<file path="config.mk">
export PLATFORM = sky130hd
export DESIGN_NAME = qrs_front
export DESIGN_NICKNAME = d
export VERILOG_FILES = /design/src/rtl/qrs_pkg.sv /design/src/rtl/qrs_front.sv
export SDC_FILE = /design/constraint.sdc
export NUM_CORES = 1
export LEC_CHECK = 0
export ABC_AREA = 1
export BUFFER_PORTS_ARGS = -buffer_cell sky130_fd_sc_hd__buf_2
export CAP_MARGIN = 20
export CORE_ASPECT_RATIO = 0.5
export CORE_MARGIN = 3
export CORE_UTILIZATION = 35
export DETAILED_ROUTE_END_ITERATION = 16
export PLACE_DENSITY = 0.57
export SLEW_MARGIN = 20
export SYNTH_ARGS = -nofsm -noshare
export SYNTH_HDL_FRONTEND = slang
export SYNTH_SLANG_ARGS = --single-unit
</file>
<file path="constraint.sdc">
create_clock -name clock -period 6.7 [get_ports clock]
set_input_delay 0.335 -clock clock [delete_from_list [all_inputs] [get_ports clock]]
set_output_delay 0.335 -clock clock [all_outputs]
set_load 0.1 [all_outputs]
</file>
<file path="src/rtl/qrs_pkg.sv">
// shared types and constants of the quadratic root solver
package qrs_pkg;

   // epsilon register: fixed 32-bit width, reset near 1e-5 in q0.32
   localparam int          EPS_WIDTH   = 32;
   localparam logic [31:0] EPS_RESET   = 32'd42950;

   // entries of the queue between front and back
   localparam int          QUEUE_DEPTH = 4;

   // per-word classification made by the front
   typedef struct packed {
      logic lin;      // a near zero: linear case
      logic b_zero;
      logic a_neg;
      logic b_neg;
      logic c_neg;
   } cls_type;

   // queue status toward front and back
   typedef struct packed {
      logic full;
      logic empty;
   } q_status_type;

endpackage

</file>
<file path="src/rtl/qrs_front.sv">
// front stage: takes coefficient words, forms magnitudes and classifies them
module qrs_front #(
   parameter int W = 32,
   parameter int F = 16
) (
   input  logic                            clock,
   input  logic                            reset,
   input  logic                            in_valid,
   output logic                            in_stall,
   input  logic signed [W-1:0]             coef_a,
   input  logic signed [W-1:0]             coef_b,
   input  logic signed [W-1:0]             coef_c,
   input  logic [qrs_pkg::EPS_WIDTH-1:0]   eps,
   output logic                            out_valid,
   input  logic                            out_ready,
   output logic [W-1:0]                    mag_a,
   output logic [W-1:0]                    mag_b,
   output logic [W-1:0]                    mag_c,
   output qrs_pkg::cls_type                cls
);

   localparam int EW = qrs_pkg::EPS_WIDTH + 1;
   localparam int CW = (W > EW) ? W : EW;

   logic             valid_ff, valid_in;
   logic [W-1:0]     mag_a_ff, mag_b_ff, mag_c_ff;
   logic [W-1:0]     mag_a_in, mag_b_in, mag_c_in;
   qrs_pkg::cls_type cls_ff, cls_in;
   logic [EW-1:0]    thr;

   assign in_stall = valid_ff && !out_ready;

   // threshold on |a| is epsilon rounded up to whole q.f units
   assign thr = (EW'(eps) + ((EW'(1) << F) - EW'(1))) >> F;

   always_comb begin
      mag_a_in      = coef_a[W-1] ? $unsigned(-coef_a) : $unsigned(coef_a);
      mag_b_in      = coef_b[W-1] ? $unsigned(-coef_b) : $unsigned(coef_b);
      mag_c_in      = coef_c[W-1] ? $unsigned(-coef_c) : $unsigned(coef_c);
      cls_in.lin    = (coef_a == '0) || (CW'(mag_a_in) < CW'(thr));
      cls_in.b_zero = (coef_b == '0);
      cls_in.a_neg  = coef_a[W-1];
      cls_in.b_neg  = coef_b[W-1];
      cls_in.c_neg  = coef_c[W-1];
      valid_in      = in_stall ? valid_ff : in_valid;
   end

   always_ff @(posedge clock) begin
      if (reset) begin
         valid_ff <= 1'b0;
      end else begin
         valid_ff <= valid_in;
      end
   end

   always_ff @(posedge clock) begin
      if (!in_stall) begin
         mag_a_ff <= mag_a_in;
         mag_b_ff <= mag_b_in;
         mag_c_ff <= mag_c_in;
         cls_ff   <= cls_in;
      end
   end

   assign out_valid = valid_ff;
   assign mag_a     = mag_a_ff;
   assign mag_b     = mag_b_ff;
   assign mag_c     = mag_c_ff;
   assign cls       = cls_ff;

endmodule

</file>
==> impl_metrics.tcl, run 1 <==
set metrics [dict create \
    met3_usage_pct 3.722 \
    drt_pass1_iterations 7 \
    drc 0 \
    setup.worst_path.end "cls[4]" \
    grt_max_degree 53 \
    clk_latency_ns 0.35 \
    mappedNetlistArea_um2 6454 \
    syn_nets 886 \
    root_buffer "clkbuf_16" \
    num_vias 5667 \
    fp.dieH_um 102.0 \
    hold_class "input port to flip-flop" \
    design.portCount 235 \
    cpMaxStageDelayCell "ha_1" \
    grt_pass1_wl_mm 27.47 \
    wire_per_inst_um 14.50 \
    synth_seq_area_share_pct 47.31 \
    maxCapViolations 0 \
    cp_common_cell "nand2_1" \
    critPathBufInv 1 \
    finalInstanceArea_um2 8182 \
    clk_pin_slew_ns 0.07 \
    grt_pass1_vias 5446 \
    r2r_start "out_valid" \
    cts_resized 0 \
    hold_buffers 0 \
    cp_top_family "simple AND/OR/NAND/NOR gates" \
    setup-violations-final 0 \
    path_cells "buf_2 > nor2_1 > nand2_1 > nor2_1 > nand2_1 > nand2_1 > nor2_1 > nand2_1 > nor2_2 > nand3_1 > nor2_2 > nand2_1 > xor2_1 > ha_1 > nand2_1 > o21ai_0 > nand3_1 > a21oi_1 > a211oi_1 > nand2_1 > nand2_1 > nand2_1 > nand2_1" \
    place_area_um2 7889 \
    netlist_instances 735 \
    yosysTopAreaCell "edfxtp_1" \
    startpoint "eps[4]" \
    ff2ff_setup_slack_ns 4.70 \
    finalNonFillerCells 1211 \
    clock_skew_ns 0.01062 \
    io_buffers 234 \
    drt_wl_total_mm 17.57 \
    final_nets 1122 \
    finalCritPeriodShare_pct 40.59 \
    drtAntennaViolNets 0 \
    irDropWorstVdd_v 0.0001215 \
    drt-initial-drc-count 188 \
    timing.rr.end "mag_a[1]" \
    area_growth_pct 26.77 \
    p_per_area_nw_per_um2 260.0 \
    status "completed" \
    slew_viol_final 0 \
    antenna_found_initial 1 \
    hold_viol 0 \
    grt_overflow_total 0 \
    synthTopCellsByCount "nand2_1, nor2_1, edfxtp_1" \
    synth_top_cell_area_share_pct 46.99 \
    syn_area_per_cell_um2 8.781 \
    synth_edf_count 101 \
    synth-seq-cells 102 \
    cp.depth 23 \
    met2_usage_pct 29.18 \
    async_flop_share_pct 0 \
    crit_arrival_ns 2.82 \
    core_um2 17700 \
    slowest_delay_ns 0.27 \
    synth_flop_cell "edfxtp_1" \
    dp_cells 1194 \
    tns_ns 0 \
    hold_ws_ns 0.1435 \
    grtUsageTotal_pct 16.99 \
    required_ns 6.80 \
    postCtsSetupBuffers 0 \
    cp_max_fo 5 \
    dieArea_um2 20200 \
    relSlewSlack_pct 53.83 \
    cts_tree "yes" \
    rows 34 \
    grt_busiest_layer "met2" \
    period_needed_ns 2.720 \
    cts_buffer_depth 2 \
    cts_buffers 9 \
    rsz0062_at_grt "false" \
    worst_pin_slew_ns 0.6926 \
    hpwlAfterDp_mm 14.24 \
    gp_congestion 0.8834 \
    start_util_pct 36.47 \
    yosys_warnings 0 \
    die_x_um 198.0 \
    fmax_mhz 367.7 \
    synth_most_common_cell "nand2_1" \
    end_kind "flip-flop" \
    crit_type "input port to flip-flop" \
    htree_num_levels 3 \
    via_per_inst 4.680 \
    use_met1_pct 22.25 \
    power.leakage_nw 3.730 \
    nFillCells 1781 \
    synth_area_leaders "edfxtp_1, nand2_1, xor2_1" \
    synth.distinct_cells 40 \
    cp-start-kind "input port" \
    clock-sinks 102 \
    drive_gt1_share_pct 29.20 \
    reg2reg_depth 4 \
]
-- final cells by class --
class | count | area [µm²] | share of cell area [%]
sequential | 102 | 3053 | 37.31
multi-input combinational | 535 | 3032 | 37.05
timing repair buffer | 235 | 1179 | 14.41
inverter | 88 | 332.8 | 4.068
tap | 234 | 292.8 | 3.579
clock buffer | 11 | 232.7 | 2.844
clock inverter | 5 | 57.56 | 0.7035
antenna | 1 | 2.502 | 0.03059
-- cell usage in the layout, fill, tap and decap left out, types with 2 or more instances in the layout --
cell	n
inv_6	2
nand3_2	4
nand3_1	44
a21oi_1	17
a211oi_1	2
inv_2	3
clkbuf_1	2
clkinv_2	2
nor3_2	3
nand2_2	3
nor2_1	112
inv_1	83
nand4_1	17
xor2_1	53
nor2_4	4
buf_2	234
o31ai_1	3
edfxtp_1	101
nor3_1	18
nand2_1	148
nor4_2	2
nand3b_1	4
xnor2_1	33
clkbuf_16	9
or2_1	3
ha_1	19
o21ai_0	18
nor2_2	9
o21ai_1	7
nor4_1	2
-- layer usage --
layer | share of wire, % | vias to the layer above
li1 | - | 2905
met1 | 47 | 2601
met2 | 46 | 144
met3 | 5.4 | 17
met4 | 1.4 | 0
met5 | 0 | -
-- cells by family (layout without fill, tap and decap cells) --
group	count (synthesis)	in the layout	share of synthesized area [%]
AO/OA/AOI/OAI	51	51	4.401
AND/OR/NAND/NOR	378	378	26.97
buffers and inverters	98	339	5.719
XOR/XNOR	87	87	11.92
other	0	1	0
adder cells (fa/ha/maj)	19	19	3.684
flip-flops	102	102	47.31
-- report_power, final --
part           internal, W  switching (W)
Clock             0.000292       0.000245
Combinational     0.000136       0.000657
Sequential        0.000781      0.0000171
Total              0.00121       0.000919
-- worst min-delay path by stage --
| stage | start | to | slack, ns | cells past startpoint |
|---|---|---|---|---|
| after floorplan | reset | out_valid | 0.41 | 1 |
| after global placement | reset | out_valid | 0.50 | 2 |
| after detailed placement | reset | out_valid | 0.51 | 2 |
| after CTS | reset | out_valid | 0.13 | 2 |
| after global routing | reset | out_valid | 0.14 | 2 |
| final | reset | out_valid | 0.14 | 2 |
-- worst reg2reg max path, stage by stage (launching register included) --
cell,delay [ns]
dfxtp_1,0.32
inv_1,0.05
nor2_1,0.07
inv_4,0.47
buf_4,0.68
-- stage by stage --
stage,worst slack (ns),total power [W],utilization [%]
2_1_floorplan,1.705,0.001448,-
3_3_place_gp,3.745,0.001603,44.58
3_5_place_dp,3.635,0.001610,44.58
4_1_cts,3.990,0.002157,46.22
5_1_grt,3.638,0.002216,46.23
6_report,3.980,0.002128,46.23
-- state kept, by name, indices dropped and copies added (netlist names) --
signal,flops
mag_a,32
mag_b,32
mag_c,32
cls,5
out_valid,1
No activity file was read; power rests on OpenSTA's default activity.
==> run 2: changes to the inputs <==
--- a/config.mk
+++ b/config.mk
@@ -5,14 +5,14 @@
 export SDC_FILE = /design/constraint.sdc
 export NUM_CORES = 1
 export LEC_CHECK = 0
-export ABC_AREA = 1
+export ABC_AREA = 0
 export BUFFER_PORTS_ARGS = -buffer_cell sky130_fd_sc_hd__buf_2
 export CAP_MARGIN = 20
 export CORE_ASPECT_RATIO = 0.5
 export CORE_MARGIN = 3
 export CORE_UTILIZATION = 35
 export DETAILED_ROUTE_END_ITERATION = 16
-export PLACE_DENSITY = 0.57
+export PLACE_DENSITY = 0.58
 export SLEW_MARGIN = 20
 export SYNTH_ARGS = -nofsm -noshare
 export SYNTH_HDL_FRONTEND = slang
==> constraint.sdc (replaced) <==
create_clock -name clock -period 2.8 [get_ports clock]
set_input_delay 0.14 -clock clock [delete_from_list [all_inputs] [get_ports clock]]
set_output_delay 0.14 -clock clock [all_outputs]
set_load 0.1 [all_outputs]
==> run 2 against run 1 <==
Compared with the run above:
- area after synthesis decreased by 8.1%
- wire length down 7.3%
- clock skew up 0.0032 ns
- critical path depth down 14
- core utilization grew 6.7 points
- flip-flop and latch count did not move
- critical endpoint is now mag_c[29]
==> impl_metrics.tcl, run 2 <==
set metrics [dict create \
    status "completed" \
    async_flop_share_pct 0 \
    holdPathStages 1 \
    cp-start-kind "input port" \
    final_cell_mix "buf_2, edfxtp_1, xnor2_1" \
    start_util_pct 37.12 \
    clock-sinks 102 \
    drtAntennaViolNets 0 \
    slew_viol_final 0 \
    synth_most_common_cell "edfxtp_1" \
    place_area_um2 8049 \
    final_nets 985 \
    maxCapViolations 0 \
    syn_area_per_cell_um2 11.61 \
    period_needed_ns 2.693 \
    via_per_inst 4.864 \
    yosys_warnings 0 \
    worst_pin_slew_ns 0.6474 \
    r2r_start "out_valid" \
    synthTopCellsByCount "edfxtp_1, xnor2_1, nand2_1" \
    mappedNetlistArea_um2 5931 \
    rsz0062_at_grt "false" \
    power_w 0.005180 \
    num_vias 5156 \
    final_util_pct 52.89 \
    area_growth_pct 42.47 \
    wire_per_inst_um 15.37 \
    end_kind "flip-flop" \
    dieArea_um2 18640 \
    syn_nets 662 \
    multi_input_area_um2 2892 \
    hold_class "input port to flip-flop" \
    seq_area_um2 3053 \
    final_common_cell "buf_2" \
    tns_ns 0 \
    drc 0 \
    synth-seq-cells 102 \
    fmax_mhz 371.4 \
    synth_top_cell_area_share_pct 51.14 \
    setup_slack_ns 0.1074 \
    grtUsageTotal_pct 17.25 \
    p_per_area_nw_per_um2 613.1 \
    drt_wl_total_mm 16.29 \
    required_ns 2.88 \
    antenna_cells 0 \
    clk_pin_slew_ns 0.07 \
    io_buffers 234 \
    hp-start "coef_b[0]" \
    dp_slack_ns -0.3558 \
    htree_num_levels 3 \
    cp_common_cell "or4_4" \
    crit_type "input port to flip-flop" \
    netlist_instances 511 \
    slowest_delay_ns 0.55 \
    cts_buffer_depth 2 \
    timing.rr.end "mag_c[27]" \
    power.leakage_nw 3.426 \
    die_x_um 190.1 \
    antenna_found_initial 2 \
    fp.dieH_um 98.05 \
    drive_gt1_share_pct 44.34 \
    ff2ff_setup_slack_ns 1.21 \
    irDropWorstVdd_v 0.0002931 \
    grt_max_degree 60 \
    nFillCells 1467 \
    hold_viol 0 \
    reg2reg_depth 2 \
    startpoint "coef_c[6]" \
    clk_latency_ns 0.35 \
    cts_buffers 9 \
    cts_tree "yes" \
    path_cells "buf_6 > or4_4 > nor4_4 > nand2b_2 > or4_4 > or3_4 > or4_4 > o41ai_4 > xnor2_1" \
    root_buffer "clkbuf_16" \
    grt_pass1_wl_mm 25.94 \
    clock_skew_ns 0.01385 \
    finalCritPeriodShare_pct 96.16 \
    cp_max_fo 3 \
    design.portCount 235 \
    rows 32 \
    grt_pass1_vias 5203 \
    yosysTopAreaCell "edfxtp_1" \
    grt_overflow_total 0 \
    finalInstanceArea_um2 8449 \
    core_um2 15980 \
    synth_flop_cell "edfxtp_1" \
    synth_seq_area_share_pct 51.48 \
    drt_pass1_iterations 5 \
    gp_congestion 0.8266 \
    crit_arrival_ns 2.78 \
    drt-initial-drc-count 169 \
    hpwlAfterDp_mm 12.90 \
    relSlewSlack_pct 56.84 \
    synth_edf_count 101 \
    setup-violations-final 0 \
    synth_area_leaders "edfxtp_1, xnor2_1, ha_1" \
    cpMaxStageDelayCell "or4_4" \
    synth.distinct_cells 50 \
    whs_endpoint "mag_b[0]" \
]
-- run 2: cell types whose count changed after synthesis, sizes merged, moves of 10 or more --
cell    delta
xnor2     +58
o31ai     +20
nand4     -10
clkbuf    +10
nor3      -12
or4       +18
nand2    -105
xor2      -41
inv       -78
nand3     -33
or3       +13
a21oi     -11
nor2     -104
o41ai     +13
-- run 2: per-layer routing --
layer  global-route usage (%)  share of wire, %
met2                    29.49                48
met5                        0             0.086
met3                    4.161               5.7
met4                    4.370               1.4
met1                    22.11                44
-- run 2: final cells by class --
cell class              count  area share [%]
clock buffers               9           2.665
inverters                   9          0.4442
multi-input cells         385           34.22
well taps                 221           3.273
flip-flops and latches    102           36.13
repair buffers            327           22.40
clock inverters             7          0.8589
-- run 2: timing repair --
| action | in CTS | in global routing |
|---|---|---|
| hold buffers | 2 | 0 |
| gates resized for setup | 0 | 16 |
| endpoints found under the setup margin | 0 | 3 |
| setup buffers | 0 | 0 |
| endpoints found under the hold margin | 2 | 0 |
-- run 2: through the flow --
step                      std cells  hold slack, ns
after floorplan                 511          0.2124
after global placement         1042          0.2979
after detailed placement       1042          0.3075
after CTS                      1060         0.01579
after global routing           1060         0.02663
final                          1060         0.03357
-- run 2: where the power goes --
part / switching (W) / total, W / internal [W]
clock: 0.000570 / 0.00127 / 0.000697
combinational: 0.00158 / 0.00200 / 0.000421
sequential: 0.0000419 / 0.00192 / 0.00187
total: 0.00219 / 0.00518 / 0.00299
-- run 2: how the worst max path moves through the flow --
stage                      to  slack (ns)  depth (start not counted)
finish              mag_c[29]        0.11                          9
CTS                    cls[4]      0.0006                         16
global route        mag_b[30]       0.006                          9
floorplan           mag_c[29]       -0.05                          8
global placement       cls[4]       -0.34                         15
detailed placement     cls[4]       -0.36                         16
-- run 2: kinds of logic after synthesis --
logic type | Yosys count | share of synthesized area (%)
flip-flops | 102 | 51.48
AO/OA/AOI/OAI | 91 | 10.55
multiplexers | 2 | 0.3586
XOR/XNOR | 104 | 15.36
AND/OR/NAND/NOR | 169 | 16.71
adder cells (fa/ha/maj) | 19 | 4.008
buffers and inverters | 24 | 1.540
-- run 2: worst max-delay path, delay by kind of cell --
| kind | cells | cell delay, ns |
|---|---|---|
| AOI/OAI and AO/OA | 1 | 0.23 |
| and+or+nand+nor | 6 | 2.20 |
| xor gates and xnor gates | 1 | 0.11 |
| buffers and inverters | 1 | 0.10 |
