`src/rtl/qrs_pkg.sv`:
```
// shared types and constants of the quadratic root solver
package qrs_pkg;

   // epsilon register: fixed 32-bit width, reset near 1e-5 in q0.32
   localparam int          EPS_WIDTH   = 32;
   localparam logic [31:0] EPS_RESET   = 32'd42950;

   // entries of the queue between front and back
   localparam int          QUEUE_DEPTH = 4;

   // per-word classification made by the front
   typedef struct packed {
      logic lin;      // a near zero: linear case
      logic b_zero;
      logic a_neg;
      logic b_neg;
      logic c_neg;
   } cls_type;

   // queue status toward front and back
   typedef struct packed {
      logic full;
      logic empty;
   } q_status_type;

endpackage

```
`src/rtl/qrs_queue.sv`:
```
// small fifo between front and back
module qrs_queue #(
   parameter int DW    = 8,
   parameter int DEPTH = 4
) (
   input  logic                  clock,
   input  logic                  reset,
   input  logic                  push,
   input  logic [DW-1:0]         push_data,
   input  logic                  pop,
   output logic [DW-1:0]         pop_data,
   output qrs_pkg::q_status_type status
);

   localparam int AW = (DEPTH > 1) ? $clog2(DEPTH) : 1;

   logic [DW-1:0] mem_ff [DEPTH];
   logic [AW-1:0] wr_ptr_ff, wr_ptr_in, rd_ptr_ff, rd_ptr_in;
   logic [AW:0]   count_ff, count_in;

   always_comb begin
      wr_ptr_in = wr_ptr_ff;
      rd_ptr_in = rd_ptr_ff;
      count_in  = count_ff;
      if (push) begin
         wr_ptr_in = (wr_ptr_ff == AW'(DEPTH - 1)) ? '0 : wr_ptr_ff + AW'(1);
      end
      if (pop) begin
         rd_ptr_in = (rd_ptr_ff == AW'(DEPTH - 1)) ? '0 : rd_ptr_ff + AW'(1);
      end
      if (push && !pop) begin
         count_in = count_ff + (AW+1)'(1);
      end else if (pop && !push) begin
         count_in = count_ff - (AW+1)'(1);
      end
   end

   always_ff @(posedge clock) begin
      if (reset) begin
         wr_ptr_ff <= '0;
         rd_ptr_ff <= '0;
         count_ff  <= '0;
      end else begin
         wr_ptr_ff <= wr_ptr_in;
         rd_ptr_ff <= rd_ptr_in;
         count_ff  <= count_in;
      end
   end

   always_ff @(posedge clock) begin
      if (push) begin
         mem_ff[wr_ptr_ff] <= push_data;
      end
   end

   assign pop_data     = mem_ff[rd_ptr_ff];
   assign status.full  = (count_ff == (AW+1)'(DEPTH));
   assign status.empty = (count_ff == '0);

endmodule

```
`config.mk`:
```
export PLATFORM = sky130hd
export DESIGN_NAME = qrs_queue
export DESIGN_NICKNAME = d
export VERILOG_FILES = /design/src/rtl/qrs_pkg.sv /design/src/rtl/qrs_queue.sv
export SDC_FILE = /design/constraint.sdc
export NUM_CORES = 1
export LEC_CHECK = 0
export ABC_AREA = 1
export BUFFER_PORTS_ARGS = -buffer_cell sky130_fd_sc_hd__buf_2
export CAP_MARGIN = 20
export CELL_PAD_IN_SITES_DETAIL_PLACEMENT = 1
export CELL_PAD_IN_SITES_GLOBAL_PLACEMENT = 1
export CORE_MARGIN = 1
export CORE_UTILIZATION = 45
export CTS_CLUSTER_SIZE = 12
export DETAILED_ROUTE_END_ITERATION = 8
export PLACE_DENSITY = 0.81
export SLEW_MARGIN = 10
export SYNTH_ARGS = -nofsm -noshare
export SYNTH_HDL_FRONTEND = slang
export SYNTH_SLANG_ARGS = --single-unit
```
`constraint.sdc`:
```
create_clock -name clock -period 1.4 [get_ports clock]
set_input_delay 0.07 -clock clock [delete_from_list [all_inputs] [get_ports clock]]
set_output_delay 0.07 -clock clock [all_outputs]
set_load 0.03 [all_outputs]
```
==> key figures, run 1 <==
Status
  – Status: finished with violations
  – Violated checks: negative setup slack

Detailed routing
  – TritonRoute pass-1 iters: 4
  – Via/cell ratio: 5.13
  – Starting DRT DRC Count: 11
  – DRC Markers: 0
  – Routed wire per std cell: 17.0 um
  – Final WL: roughly 3800 um
  – Vias: between 1,000 and 1,500
  – Routed Antenna Nets: 0

Synth
  – Mapped cell area: 1650 sq um
  – Most common cell in the synthesized netlist: edfxtp_1
  – Post-Synth Adder-Cell Area: 5.76%
  – Synth area leaders: edfxtp_1 (58%), dfxtp_1 (11%), nor2_1 (5.0%), ha_1 (4.5%), o21ai_0 (4.5%)
  – Ys async rst share: 0%
  – Syn Nets: about 150
  – Synth Area in Simple Gates: under 10%
  – Xor/xnor cell area share of the yosys netlist: less than 1%
  – #FFs+latches synth: slightly above 40
  – Multiplexer area fraction after synthesis: 0%
  – Synth Flop Type: edfxtp_1
  – Post-synth top area share: 58.2%
  – Largest family of logic cells by synthesized area: compound AO/OA/AOI/OAI gates
  – Cell accounting for the most synthesized area: edfxtp_1
  – Post-synth EDFFs: 32
  – Unique masters post-synth: 19
  – Cell count after synthesis: around 140
  – Post-synth top cells: edfxtp_1 (32), nor2_1 (22), inv_1 (15), o21ai_0 (15), dfxtp_1 (9)
  – Sequential fraction of the synthesis area: between 60% and 70%
  – Synth Area in Compound Gates: 10.2%
  – Syn avg cell area: 12.2 sq um
  – YS warnings: 0

Clock network
  – Worst skew pair latency: approximately 0.35 ns
  – CTS tree: done
  – CTS buffer count: 5
  – Clock slew at reported path FFs: about 0.11 ns
  – CTS root buffer: clkbuf_4
  – Worst-case clock buffer depth: 2
  – Htree depth: 2
  – CTS sink count: 41

STA
  – Max-slew violations: 0
  – Hold WS: 0.0332 ns
  – Measured slew at the worst slew-check pin: between 0.3 and 0.4 ns
  – Final min period: about 1.4 ns
  – Count of final setup violators: 1
  – Worst setup margin: -0.00536 ns
  – Slew margin rel.: 73.7%
  – RSZ-0062 raised after global routing: true
  – Max frequency: 712 MHz
  – Final-report hold violation count: 0
  – Clock Skew: 0.0127 ns
  – Share of the clock period used by the worst path after layout: 100%

Power and ir drop
  – Logic pwr share: a little under a fifth
  – Clock share of power: roughly 28%
  – Static leakage: between 0.8 and 0.9 nW
  – P_int: 1.95 mW
  – Maximum vdd ir drop: approximately 0.63 mV
  – Flop pwr share: a little over half
  – Sw Pwr: 0.724 mW
  – P per Cell Area: 1260 nW/um^2
  – Sw Ratio: between 20% and 30%

Placed design
  – Detailed placer's ending HPWL: between 2000 and 2500 um
  – I/O Buffers: 21
  – Final Wtd Congestion: 0.799
  – Place WS: 0.0386 ns
  – Placed Instance Area: 1840 sq um

Floorplanning
  – Die Height: about 63 um
  – Initial Utilization: about half
  – Die X: 62.6 um
  – Core region area: 3420 sq um
  – Die area: 3920 sq um
  – # IOs: 22
  – Cell row count: 21

Global routing
  – Antenna violations before repair: 0
  – Largest net degree at the start of global routing: 17
  – First-pass GRT wire length: a little over 6000 um
  – Total GRT Usage: a little over a fifth
  – Total congestion overflow: 0
  – Vias in the first global route: between 1,000 and 1,500

Setup path
  – Crit path max fanout: 8
  – Reg2Reg Setup Slack: approximately 0.09 ns
  – CP Class: reg2out
  – WP data required: about 1.3 ns
  – Worst path arrival time: around 1.3 ns
  – Critical Path Sink Type: primary output
  – Startpoint Class: flip-flop

Final layout
  – Fin util: 62.2%
  – Finished Cell Area: around 2100 sq um
  – Synth-to-layout area growth: 28.7%
  – Ratio of cells with drive above 1 in the final layout: between 30 and 40%
  – Nets: 197
  – Antenna cells: 0

Run
  – Max-cap violations: 0

Worst hold path
  – Worst min path class: in2reg
==> kinds of logic after synthesis <==
| family | after synthesis |
|---|---|
| adder cells (fa/ha/maj) | 7 |
| flip-flops | 41 |
| AO/OA/AOI/OAI | 30 |
| XOR/XNOR | 1 |
| AND/OR/NAND/NOR | 38 |
| buffers and inverters | 18 |
==> state kept, by name, indices dropped and copies added (netlist names), named ones only <==
signal / cells
count_ff: 3
mem_ff: 32
rd_ptr_ff: 2
wr_ptr_ff: 2
==> power by group through the flow <==
stage          sequential [mW]  combinational, mW  clock [mW]
5_1_grt                   1.44              0.532       0.805
4_1_cts                   1.43              0.468       0.760
3_5_place_dp              1.45              0.406           0
6_report                  1.43              0.494       0.748
3_3_place_gp              1.44              0.378           0
2_1_floorplan             1.44              0.268           0
==> layer usage <==
metal / share of wire (%) / global-route usage, %
met1: 41 / 22.9
met2: 55 / 39.0
met3: 2.3 / 6.57
met4: 1.7 / 7.27
met5: 0 / 0
==> final cells by class <==
cell class / count / area (sq um)
clock buffers: 6 / 41.3
clock inverters: 2 / 35.0
fillers: 352 / 1290
inverters: 16 / 70.1
multi-input cells: 76 / 472
flip-flops and latches: 41 / 1150
well taps: 46 / 57.6
repair buffers: 38 / 302
==> layout by cell type (no fill, tap or decap), drive strengths merged <==
cell type    instances
edfxtp              32
buf                 29
nor2                24
o21ai               19
inv                 16
dlygate4sd3          9
dfxtp                9
nand2                8
o22ai                8
ha                   6
clkbuf               6
nor3                 4
a21oi                3
xor2                 1
nand3                1
nand4                1
fa                   1
clkinv               1
bufinv               1
==> worst paths after layout <==
check                            start  cells after the start                        end
max                          flip-flop                      4                pop_data[1]
min                                pop                      3  rd_ptr_ff[1]$_SDFFE_PP0P_
max reg2reg  wr_ptr_ff[0]$_SDFFE_PP0P_                      4     mem_ff[0][1]$_DFFE_PP_
min reg2reg  wr_ptr_ff[1]$_SDFFE_PP0P_                      2  wr_ptr_ff[1]$_SDFFE_PP0P_
==> through the flow <==
stage,total power [mW],instances,TNS [ns]
finish,2.67,225,-0.00536
global route,2.78,225,-0.266
CTS,2.65,225,-0.0273
detailed placement,1.85,207,0
global placement,1.82,207,0
floorplan,1.71,135,0
==> worst max-delay path, stage by stage, from the launching register on <==
cell and delay [ns]:
dfxtp_4 0.42, buf_8 0.15, o21ai_2 0.07, o22ai_2 0.19, buf_6 0.16
==> repair_timing <==
| action | CTS | global route |
|---|---|---|
| endpoints found under the setup margin | 8 | 8 |
| hold buffers | 9 | 0 |
| buffers inserted | 1 | 0 |
| gates resized for setup | 31 | 11 |
| pin swaps | 12 | 9 |
| endpoints found under the hold margin | 36 | 0 |
(Power assumes the default switching activity.)
==> run 2, diff against run 1 <==
==> constraint.sdc (replaced) <==
create_clock -name clock -period 1.37 [get_ports clock]
set_input_delay 0.0685 -clock clock [delete_from_list [all_inputs] [get_ports clock]]
set_output_delay 0.0685 -clock clock [all_outputs]
set_load 0.03 [all_outputs]
==> run 2 against run 1 <==
First-iteration DRC count rose by 130%; the flow still finishes with violations (negative setup slack); sequential cell count did not move; count of clock-buffer cells in the layout did not move; non-clock buffer count rose by 2; power rose by 4.9%; clock power rose by 8.7%.
==> key figures, run 2 (synthesized netlist as in run 1, its figures left out) <==
Clock network
  – CTS buffer count: 5
  – CTS tree: done
  – CTS sink count: between 40 and 50
  – Worst skew pair latency: 0.35 ns
  – Worst-case clock buffer depth: 2
  – Htree depth: 2
  – Clock slew at reported path FFs: 0.11 ns
  – CTS root buffer: clkbuf_4

Power and ir drop
  – P_int: ~2.1 mW
  – P per Cell Area: 1280 nW/um^2
  – Sw Ratio: around a quarter
  – Static leakage: about 0.9 nW
  – Clock share of power: 29.0%
  – Flop pwr share: 52.2%
  – Sw Pwr: roughly 0.74 mW
  – Logic pwr share: about a fifth
  – Maximum vdd ir drop: roughly 0.84 mV

Setup path
  – Worst path arrival time: 1.34 ns
  – WP data required: 1.30 ns
  – CP Class: reg2out
  – Startpoint Class: flip-flop
  – Reg2reg end: mem_ff[2][7]$_DFFE_PP_
  – CP Capture Point: pop_data[1]
  – Critical Path Sink Type: primary output
  – Worst r2r src: wr_ptr_ff[0]$_SDFFE_PP0P_
  – Crit path max fanout: 16
  – Worst Reg-to-Reg Cells: 5
  – Reg2Reg Setup Slack: about 0.08 ns

Global routing
  – Largest net degree at the start of global routing: 17
  – Vias in the first global route: between 1,000 and 1,500
  – Total congestion overflow: 0
  – First-pass GRT wire length: 6020 um
  – Total GRT Usage: around a fifth
  – Antenna violations before repair: 0

Detailed routing
  – Routed Antenna Nets: 0
  – Starting DRT DRC Count: 25
  – Vias: between 1,000 and 1,500
  – Final WL: around 3700 um
  – DRC Markers: 0
  – Routed wire per std cell: approximately 16 um
  – Via/cell ratio: roughly 5.1
  – TritonRoute pass-1 iters: 4

STA
  – Share of the clock period used by the worst path after layout: 103%
  – Final-report hold violation count: 0
  – Clock Skew: 0.00743 ns
  – Slew margin rel.: between 80% and 90%
  – Max-slew violations: 0
  – Count of final setup violators: 5
  – TNS Setup: -0.0778 ns
  – Max frequency: just over 700 MHz
  – RSZ-0062 raised after global routing: true
  – Measured slew at the worst slew-check pin: 0.218 ns
  – Worst setup margin: -0.0344 ns
  – Final min period: between 1 and 1.5 ns

Placed design
  – Detailed placer's ending HPWL: 2530 um
  – Place WS: roughly 0.019 ns
  – I/O Buffers: 21
  – Placed Instance Area: roughly 1900 sq um
  – Final Wtd Congestion: between 0.7 and 0.8

Floorplanning
  – Die X: approximately 63 um
  – Core region area: 3420 sq um
  – Die area: just under 4000 sq um
  – # IOs: 22
  – Cell row count: 21
  – Die Height: 62.6 um
  – Initial Utilization: about 48%

Final layout
  – Antenna cells: 0
  – Most frequent cells in the layout: edfxtp_1 (32), nor2_1 (21), inv_1 (13)
  – Largest register FFs: 32
  – Multi-input gate area: between 400 and 500 sq um
  – Register area: roughly 1100 sq um
  – Largest Register: mem_ff
  – Finished Cell Area: between 2000 and 2500 sq um
  – Ratio of cells with drive above 1 in the final layout: between 30% and 40%
  – Layout fillers: around 360
  – Synth-to-layout area growth: 32.5%
  – Nets: 199
  – Biggest regs: mem_ff x32, count_ff x3
  – Most common cell after layout, fill and taps aside: edfxtp_1

Run
  – Max-cap violations: 0

Status
  – Violated checks: negative setup slack
  – Status: finished with violations

Worst hold path
  – Worst min path class: in2reg
==> run 2: per-layer routing <==
metal  GRT usage, %  up-vias  part of all wire, %
met5              0        -                    0
met4           11.3        0                  3.1
met3           3.83       11                  2.2
met2           39.8       23                   55
met1           21.7      558                   40
li1               -      562                    -
==> run 2: what timing repair did <==
| action | 4_1_cts | 5_1_grt |
|---|---|---|
| hold endpoints to repair | 36 | 0 |
| gates resized for setup | 40 | 12 |
| hold buffers | 9 | 0 |
| setup endpoints to repair | 8 | 17 |
| buffers inserted | 2 | 0 |
| pin swaps | 12 | 6 |
==> run 2: power groups by stage <==
| stage | Sequential [mW] | Clock, mW | Combinational [mW] |
|---|---|---|---|
| floorplan | 1.47 | 0 | 0.274 |
| global placement | 1.47 | 0 | 0.390 |
| detailed placement | 1.48 | 0 | 0.419 |
| CTS | 1.46 | 0.819 | 0.509 |
| global route | 1.47 | 0.867 | 0.576 |
| finish | 1.46 | 0.813 | 0.527 |
==> run 2: worst min-delay path by stage <==
| stage | start | slack, ns | depth (start not counted) | endpoint |
|---|---|---|---|---|
| detailed placement | push_data[3] | 0.29 | 1 | mem_ff[0][3]$_DFFE_PP_ |
| global route | pop | 0.08 | 3 | rd_ptr_ff[1]$_SDFFE_PP0P_ |
| finish | pop | 0.07 | 3 | flip-flop |
| floorplan | reset | 0.14 | 1 | count_ff[0]$_SDFFE_PP0P_ |
| CTS | pop | 0.08 | 3 | flip-flop |
| global placement | push_data[2] | 0.28 | 1 | mem_ff[3][2]$_DFFE_PP_ |
==> run 2: stage by stage <==
step           hold WS (ns)  total power, mW  instances  utilization, %
2_1_floorplan         0.141             1.74        135               -
3_5_place_dp          0.286             1.90        208            54.2
4_1_cts              0.0795             2.79        227            62.9
5_1_grt              0.0821             2.91        227            64.1
3_3_place_gp          0.278             1.86        208            54.2
6_report             0.0721             2.80        227            64.1
==> run 2: area by class of cell <==
type | instances | share of cell area, %
flip-flops and latches | 41 | 52.5
multi-input cells | 76 | 22.6
clock buffers | 6 | 2.34
well taps | 46 | 2.63
clock inverters | 2 | 1.72
inverters | 16 | 3.26
repair buffers | 40 | 14.9
==> run 2: critical path: stages (launching register included) <==
cell and delay (ns):
dfxtp_4 0.39, inv_6 0.14, nor2_1 0.08, o22ai_2 0.22
buf_6 0.16
==> run 3, diff against run 2 <==
--- a/config.mk
+++ b/config.mk
@@ -15,6 +15,7 @@
 export CTS_CLUSTER_SIZE = 12
 export DETAILED_ROUTE_END_ITERATION = 8
 export PLACE_DENSITY = 0.81
+export SKIP_CTS_REPAIR_TIMING = 1
 export SLEW_MARGIN = 10
 export SYNTH_ARGS = -nofsm -noshare
 export SYNTH_HDL_FRONTEND = slang
==> run 3 against run 2 <==
The run still ends with negative setup slack left; cell area fell by 1.5%; die area unchanged; fmax decreased by 6.7%; sequential cell count did not move; setup slack worse by 0.10 ns; critical path type unchanged; first-iteration DRC count rose by 12%; count of clock-buffer cells in the layout is the same.
==> key figures, run 3 (synthesized netlist as in run 1, its figures left out) <==
Status
  – Status: finished with violations
  – Violated checks: negative setup slack

STA
  – Share of the clock period used by the worst path after layout: 110%
  – Max-slew violations: 0
  – Count of final setup violators: 5
  – Measured slew at the worst slew-check pin: approximately 0.34 ns
  – RSZ-0062 raised after global routing: true
  – Clock Skew: around 0.0075 ns
  – Worst setup margin: -0.135 ns
  – Final min period: between 1.5 and 2 ns
  – Max frequency: 665 MHz
  – Slew margin rel.: about three quarters
  – Final-report hold violation count: 0

Final layout
  – Antenna cells: 0
  – Nets: between 150 and 200
  – Most common cell after layout, fill and taps aside: edfxtp_1
  – Most frequent cells in the layout: edfxtp_1 (32), nor2_1 (22), inv_1 (14)
  – Finished Cell Area: between 2000 and 2500 sq um
  – Largest register FFs: 32
  – Largest Register: mem_ff
  – Synth-to-layout area growth: 30.5%
  – Biggest regs: mem_ff x32, count_ff x3
  – Layout fillers: 360
  – Ratio of cells with drive above 1 in the final layout: approximately 32%

Setup path
  – CP bufs+invs: 2
  – Cell Chain, Critical Path: inv_6 > o21ai_0 > o22ai_2 > buf_6
  – Crit path max fanout: 16
  – Critical Path Sink Type: primary output
  – Worst path max stage delay: 0.41 ns
  – Worst path arrival time: around 1.4 ns
  – Critical path's top delay family: compound AO/OA/AOI/OAI gates
  – Worst r2r src: wr_ptr_ff[0]$_SDFFE_PP0P_
  – Startpoint Class: flip-flop
  – WP data required: roughly 1.3 ns
  – Critical-path top delay cell: dfxtp_4
  – CP Class: reg2out

Global routing
  – Met3 usage in global routing: 3.83%
  – Gr busiest metal: met2
  – Antenna violations before repair: 0
  – Met1 Use GR: between 20 and 25%
  – Total congestion overflow: 0
  – Met2 Use GR: 36.8%
  – First-pass GRT wire length: between 5000 and 6000 um
  – Largest net degree at the start of global routing: 17
  – Total GRT Usage: between 10% and 20%
  – Vias in the first global route: ~1,300

Detailed routing
  – DRC Markers: 0
  – Final WL: 3870 um
  – Via/cell ratio: approximately 5.2
  – TritonRoute pass-1 iters: 4
  – Vias: 1,171
  – Starting DRT DRC Count: 28
  – Routed Antenna Nets: 0
  – Routed wire per std cell: around 17 um

Floorplanning
  – # IOs: 22
  – Core region area: 3420 sq um
  – Die Height: ~63 um
  – Cell row count: 21
  – Initial Utilization: around half
  – Die area: slightly below 4000 sq um
  – Die X: approximately 63 um

Clock network
  – CTS buffer count: 5
  – CTS sink count: 41
  – CTS root buffer: clkbuf_4
  – Htree depth: 2
  – Worst-case clock buffer depth: 2
  – Clock slew at reported path FFs: 0.13 ns
  – Worst skew pair latency: roughly 0.33 ns
  – CTS tree: done

Power and ir drop
  – Static leakage: around 0.88 nW
  – Final Total Pwr: around 2.8 mW
  – P per Cell Area: 1300 nW/um^2
  – Maximum vdd ir drop: 0.858 mV

Run
  – Max-cap violations: 0

Placed design
  – I/O Buffers: 21
  – Final Wtd Congestion: between 0.7 and 0.8
  – Detailed placer's ending HPWL: 2530 um
  – Placed Instance Area: 1850 sq um

Worst hold path
  – HP Start: pop
  – Worst min path class: in2reg
-- run 3: per-stage QoR --
stage	utilization [%]	setup slack, ns	TNS, ns	instances	hold WS [ns]
3_5_place_dp	54.2	0.0186	0	208	0.286
6_report	63.1	-0.135	-0.195	227	0.0856
2_1_floorplan	-	0.169	0	135	0.141
4_1_cts	56.8	-0.300	-1.70	216	-0.0743
5_1_grt	63.1	-0.160	-0.549	227	0.0953
3_3_place_gp	54.2	0.0924	0	208	0.278
-- run 3: final cells by class --
cell class | instances | area (sq um) | area share (%)
multi-input combinational | 76 | 477 | 22.1
sequential | 41 | 1150 | 53.3
clock buffer | 6 | 51.3 | 2.38
clock inverter | 2 | 37.5 | 1.74
tap | 46 | 57.6 | 2.67
inverter | 16 | 67.6 | 3.13
timing repair buffer | 40 | 315 | 14.6
-- run 3: final timing paths --
| kind | to | slack (ns) | depth (start not counted) |
|---|---|---|---|
| worst max-delay path | pop_data[1] | -0.13 | 4 |
| worst min-delay path | flip-flop | 0.09 | 3 |
| worst max register to register | mem_ff[2][7]$_DFFE_PP_ | 0.06 | 5 |
| worst min register to register | wr_ptr_ff[1]$_SDFFE_PP0P_ | 0.56 | 2 |
-- run 3: worst min-delay path, cell delays in order --
cell	delay [ns]
buf_2	0.11
o21ai_0	0.16
nor2_1	0.06
-- run 3: power breakdown --
group	switching (mW)	internal [mW]	leakage, nW	total, mW
Sequential	0.0521	1.41	0.370	1.46
Combinational	0.310	0.204	0.462	0.514
Clock	0.389	0.434	0.0445	0.823
Total	0.751	2.05	0.877	2.80
-- run 3: per-layer routing --
metal  vias up  wire, um
met4         0       139
met2        31      2050
met5         -         0
met3        15       106
li1        563         -
met1       562      1580
